`config.mk`:
```
export PLATFORM = sky130hd
export DESIGN_NAME = bmi_div
export DESIGN_NICKNAME = d
export VERILOG_FILES = /design/src/design/bmi_pkg.sv /design/src/design/bmi_div.sv
export SDC_FILE = /design/constraint.sdc
export NUM_CORES = 1
export LEC_CHECK = 0
export CAP_MARGIN = 20
export CORE_AREA = 2 2 140 142
export CTS_CLUSTER_SIZE = 25
export DETAILED_ROUTE_END_ITERATION = 10
export DIE_AREA = 0 0 142 144
export DONT_BUFFER_PORTS = 1
export PLACE_DENSITY_LB_ADDON = 0.1
export SKIP_LAST_GASP = 1
export SLEW_MARGIN = 30
export SYNTH_ARGS = -nofsm -noshare
export SYNTH_HDL_FRONTEND = slang
export SYNTH_SLANG_ARGS = --single-unit
export TNS_END_PERCENT = 30
```
`constraint.sdc`:
```
create_clock -name clk -period 5 [get_ports clk]
set_input_delay 0 -clock clk [delete_from_list [all_inputs] [get_ports clk]]
set_output_delay 0 -clock clk [all_outputs]
set_load 0.02 [all_outputs]
```
`src/design/bmi_pkg.sv`:
```
// Shared types and constants for the bilinear map interpolation block.
package bmi_pkg;

	localparam int AXIS_W = 16;
	localparam int VAL_W = 16;
	localparam int IDX_W = 4;
	localparam int GRID = 16;
	localparam int CELL_AW = 2 * IDX_W;
	localparam int SCAN_CNT_W = IDX_W + 1;
	// Interpolated row values stay well inside 34 bits; two spare bits of margin.
	localparam int LV_W = 36;
	localparam int PROD_W = LV_W + AXIS_W;
	localparam int SUM_W = PROD_W + 2;
	localparam int DIV_CNT_W = 6;

	localparam logic [1:0] MODE_CELL = 2'd0;
	localparam logic [1:0] MODE_XBP = 2'd1;
	localparam logic [1:0] MODE_ZBP = 2'd2;
	localparam logic [1:0] MODE_LOOKUP = 2'd3;

	typedef struct packed {
		logic [1:0] mode;
		logic [3:0] row;
		logic [3:0] col;
		logic [15:0] write_value;
		logic [15:0] x_query;
		logic [15:0] z_query;
	} bmi_req_t;

	typedef struct packed {
		logic signed [15:0] result;
		logic saturated;
		logic bad_axis;
	} bmi_rsp_t;

	typedef struct packed {
		logic start;
		logic [PROD_W-1:0] dividend;
		logic [AXIS_W-1:0] divisor;
	} div_req_t;

	typedef struct packed {
		logic done;
		logic [PROD_W-1:0] quotient;
	} div_rsp_t;

endpackage

```
`src/design/bmi_div.sv`:
```
// Bit-serial restoring divider for unsigned magnitudes, one quotient bit per cycle.
module bmi_div (
	input logic clk,
	input logic arst_n,
	input bmi_pkg::div_req_t req,
	output bmi_pkg::div_rsp_t rsp
);
	import bmi_pkg::*;

	logic busy_q;
	logic done_q;
	logic [DIV_CNT_W-1:0] cnt_q;
	logic [PROD_W-1:0] quo_q;
	logic [AXIS_W-1:0] rem_q;
	logic [AXIS_W-1:0] den_q;
	logic [AXIS_W:0] trial;
	logic [AXIS_W:0] diff;
	logic ge;

	// Shift in the next dividend bit and try a subtraction.
	always_comb begin
		trial = {rem_q, quo_q[PROD_W-1]};
		diff = trial - {1'b0, den_q};
		ge = trial >= {1'b0, den_q};
	end

	// Control: step counter and completion pulse.
	always_ff @(posedge clk or negedge arst_n) begin
		if (!arst_n) begin
			busy_q <= 1'b0;
			done_q <= 1'b0;
			cnt_q <= '0;
		end else if (req.start) begin
			busy_q <= 1'b1;
			done_q <= 1'b0;
			cnt_q <= DIV_CNT_W'(PROD_W);
		end else if (busy_q) begin
			cnt_q <= cnt_q - 1'b1;
			if (cnt_q == DIV_CNT_W'(1)) begin
				busy_q <= 1'b0;
				done_q <= 1'b1;
			end
		end else begin
			done_q <= 1'b0;
		end
	end

	// Datapath: partial remainder and quotient shift register.
	always_ff @(posedge clk) begin
		if (req.start) begin
			quo_q <= req.dividend;
			rem_q <= '0;
			den_q <= req.divisor;
		end else if (busy_q) begin
			quo_q <= {quo_q[PROD_W-2:0], ge};
			rem_q <= ge ? diff[AXIS_W-1:0] : trial[AXIS_W-1:0];
		end
	end

	assign rsp.done = done_q;
	assign rsp.quotient = quo_q;

endmodule

```
==> results.py <==
metrics = {
    "outcome": {
        "status": "completed",
    },
    "setup_path": {
        "crit_required_ns": 5.27,
        "r2r-end": "rem_q[8]",
        "critical_path.startpoint_type": "flip-flop",
        "worstSetupPathType": "flip-flop to flip-flop",
        "worst_path_largest_cell_delay_ns": 0.51,
        "reg2reg_depth": 11,
        "arrival_ns": 2.91,
        "critPathLaunch": "quo_q[51]",
        "worstSetupEndpoint": "rem_q[8]",
        "crit_slowest_cell": "edfxtp_1",
        "cp_max_fo": 3,
        "r2r_start": "quo_q[51]",
        "end_kind": "flip-flop",
        "cp_cell_sequence": "inv_1 > ha_1 > inv_1 > fa_1 > a211oi_1 > o21ai_0 > o21a_1 > a21boi_0 > xnor2_1 > mux2i_1 > a211oi_1",
        "ff2ff_setup_slack_ns": 2.36,
    },
    "sta": {
        "period_needed_ns": 2.64,
        "slew_viol_final": 0,
        "whs_ns": 0.0391,
        "period_share": 0.529,
        "worst_slew_pin_slew_ns": 0.879,
        "finalSetupViolCount": 0,
        "setup_tns_ns": 0,
        "fin_skew_ns": 0.0119,
        "hold_viol_final": 0,
        "fmax_mhz": 378,
        "relSlewSlack": 0.412,
        "grt_setup_unrepaired": "false",
    },
    "detailed_routing": {
        "wl_per_cell_um": 16.1,
        "drt_iter0_drc": 141,
        "antenna_left": 0,
        "drc": 0,
        "viasPerCell": 4.54,
        "drtPass1Iterations": 4,
        "vias": 3042,
        "routed_wl_mm": 10.8,
    },
    "clocking": {
        "post-cts-setup-buffers": 0,
        "htreeDepth": 3,
        "cts_sinks": 92,
        "clock-root-buffer": "clkbuf_16",
        "cts_tree": "done",
        "cts_inserted_buffers": 9,
        "insertion_delay_ns": 0.35,
        "path_clk_slew_ns": 0.07,
        "cts.path.max_buffers": 2,
    },
    "global_routing": {
        "grt_use_total": 0.112,
        "grt_max_degree": 86,
        "grt_pass1_vias": 3282,
        "grt_overflow": 0,
        "grt_pass1_wl_mm": 17.8,
        "grt_antenna_before_repair": 0,
    },
    "synth": {
        "synth_edf_count": 68,
        "synth_nets": 448,
        "synth_top_flop_cell": "edfxtp_1",
        "synth_area_per_cell_um2": 13.0,
        "async_reset_ff_frac": 0.0870,
        "synth_cells": 358,
        "yosys_warnings": 0,
        "syn_area_mm2": 0.00464,
        "ys_seq_area_frac": 0.553,
        "ys_types": 56,
        "yosys_register_bits": 92,
    },
    "pwr": {
        "pwr-share-comb": 0.286,
        "seqPwrFrac": 0.440,
        "p_int_mw": 1.64,
        "swShare": 0.345,
        "cellPowerDensity_mw_per_mm2": 426,
        "pwr-share-clk": 0.275,
        "peakVddDrop_uv": 197,
        "leakage_nw": 2.24,
        "p_switching_uw": 863,
    },
    "layout": {
        "stdcell_count": 670,
        "layout-drive-gt1-share": 0.183,
        "diodes": 0,
        "nets": 517,
        "area_growth_pct": 26.4,
        "fill_cells": 1908,
    },
    "job": {
        "cap_violations": 0,
    },
    "floorplanning": {
        "initial_core_util": 0.243,
        "dieWidth_um": 142,
        "coreArea_mm2": 0.0191,
        "pin_count": 124,
        "dieArea_mm2": 0.0204,
        "fp-row-count": 51,
        "die_h_um": 144,
    },
    "hold_path": {
        "hold_class": "input port to flip-flop",
    },
    "place": {
        "dp_cells": 583,
        "numPortBuffers": 0,
        "post-dp-hpwl_mm": 7.05,
        "place_congestion": 0.745,
    },
}
## critical path, delay by kind of cell, from the launching register on
family	cells	cell delay (ns)
AOI/OAI and AO/OA	5	1.03
adders and majority gates	2	0.59
DFF	1	0.51
buffers and inverters	2	0.19
xor gates and xnor gates	1	0.15
muxes	1	0.09
## cells by family (layout without fill, tap and decap cells)
kind of cell    after synthesis  after routing  synth area share
mux                          61             61             0.147
simple gates                 64             64            0.0720
compound gates               71             71             0.107
xor+xnor                     15             15            0.0283
buf+inv                      36            110            0.0407
fa+ha+maj                    19             19            0.0529
flops                        92             92             0.553
## registers in the layout, summed over array words and instances, names as in the netlist
name and cells:
quo_q 52, den_q 16, rem_q 16, cnt_q 6, busy_q 1, done_q 1
## power groups by stage
stage / sequential, mW / combinational (mW) / clock [mW]
3_5_place_dp: 1.12 / 0.655 / 0
5_1_grt: 1.12 / 0.806 / 0.749
3_3_place_gp: 1.12 / 0.660 / 0
6_report: 1.10 / 0.714 / 0.687
2_1_floorplan: 1.08 / 0.563 / 0
4_1_cts: 1.10 / 0.721 / 0.722
## through the flow
step / setup WS (ns) / power [mW] / util / instance area [um^2]
3_5_place_dp: 2.34 / 1.77 / 0.254 / 4840
4_1_cts: 2.30 / 2.54 / 0.307 / 5860
3_3_place_gp: 2.34 / 1.78 / 0.253 / 4840
5_1_grt: 2.06 / 2.67 / 0.307 / 5860
2_1_floorplan: 2.61 / 1.65 / - / 4640
6_report: 2.36 / 2.50 / 0.307 / 5860
## repair_timing
item / CTS / global route
gates resized for setup: 0 / 0
hold buffers: 71 / 0
endpoints found under the hold margin: 109 / 0
## worst min-delay path by stage
stage	end	cells past startpoint	from
after CTS	rem_q[14]	3	req[68]
after detailed placement	cnt_q[2]	0	arst_n
after floorplan	busy_q	0	arst_n
after global routing	rem_q[14]	3	req[68]
final	rem_q[14]	3	req[68]
after global placement	cnt_q[2]	0	arst_n
## per-layer routing
layer  vias to the layer above  wire length, um  share of wire  global-route usage
li1                       1475                -              -                   -
met1                      1461             4870           0.45               0.142
met2                        97             4970           0.46               0.174
met3                         9              840          0.078              0.0503
met4                         0              102         0.0095              0.0300
met5                         -                0              0                   0
## area by class of cell
type,count,area [um^2],area share
clock buffer,9,225,0.0384
clock inverter,7,68.8,0.0117
inverter,22,85.1,0.0145
multi-input combinational,230,1890,0.322
sequential,92,2560,0.437
tap,238,298,0.0508
timing repair buffer,72,736,0.126
## cell usage in the layout, fill, tap and decap left out, types with 9 or more instances in the layout
master,Yosys,routed
nor2_1,20,20
clkbuf_16,0,9
a211oi_1,12,12
dfxtp_1,16,16
ha_1,18,18
a21oi_1,14,14
edfxtp_1,68,68
dlygate4sd3_1,0,70
nand2_1,12,12
o21ai_0,11,11
mux2_2,51,51
mux2i_1,9,9
inv_1,22,21
## cells in the mapped netlist, types with 2 or more instances
master	count	area, um^2
a21oi_1	14	70.1
o31ai_1	3	22.5
a21boi_0	2	15.0
o21a_1	2	15.0
a211oi_1	12	90.1
nand2b_1	6	37.5
mux2_2	51	574
xnor2_1	8	70.1
o21ai_0	11	55.1
dfxtp_1	16	320
a31oi_1	4	25.0
a21o_1	5	37.5
a32oi_1	4	35.0
edfxtp_1	68	2040
clkbuf_1	5	18.8
and2_1	3	18.8
nor2b_1	2	12.5
dfrtp_1	8	200
nand2_1	12	45.0
o211ai_1	2	15.0
or3_1	2	12.5
inv_1	22	82.6
xor2_1	7	61.3
clkbuf_8	2	27.5
nor3_1	3	15.0
nand3_1	5	25.0
nand4_1	3	18.8
nor2_1	20	75.1
o21ai_1	2	10.0
nand2_2	2	12.5
mux2i_1	9	90.1
nor4_1	2	12.5
ha_1	18	225
Power figures use the tool's default switching activity.
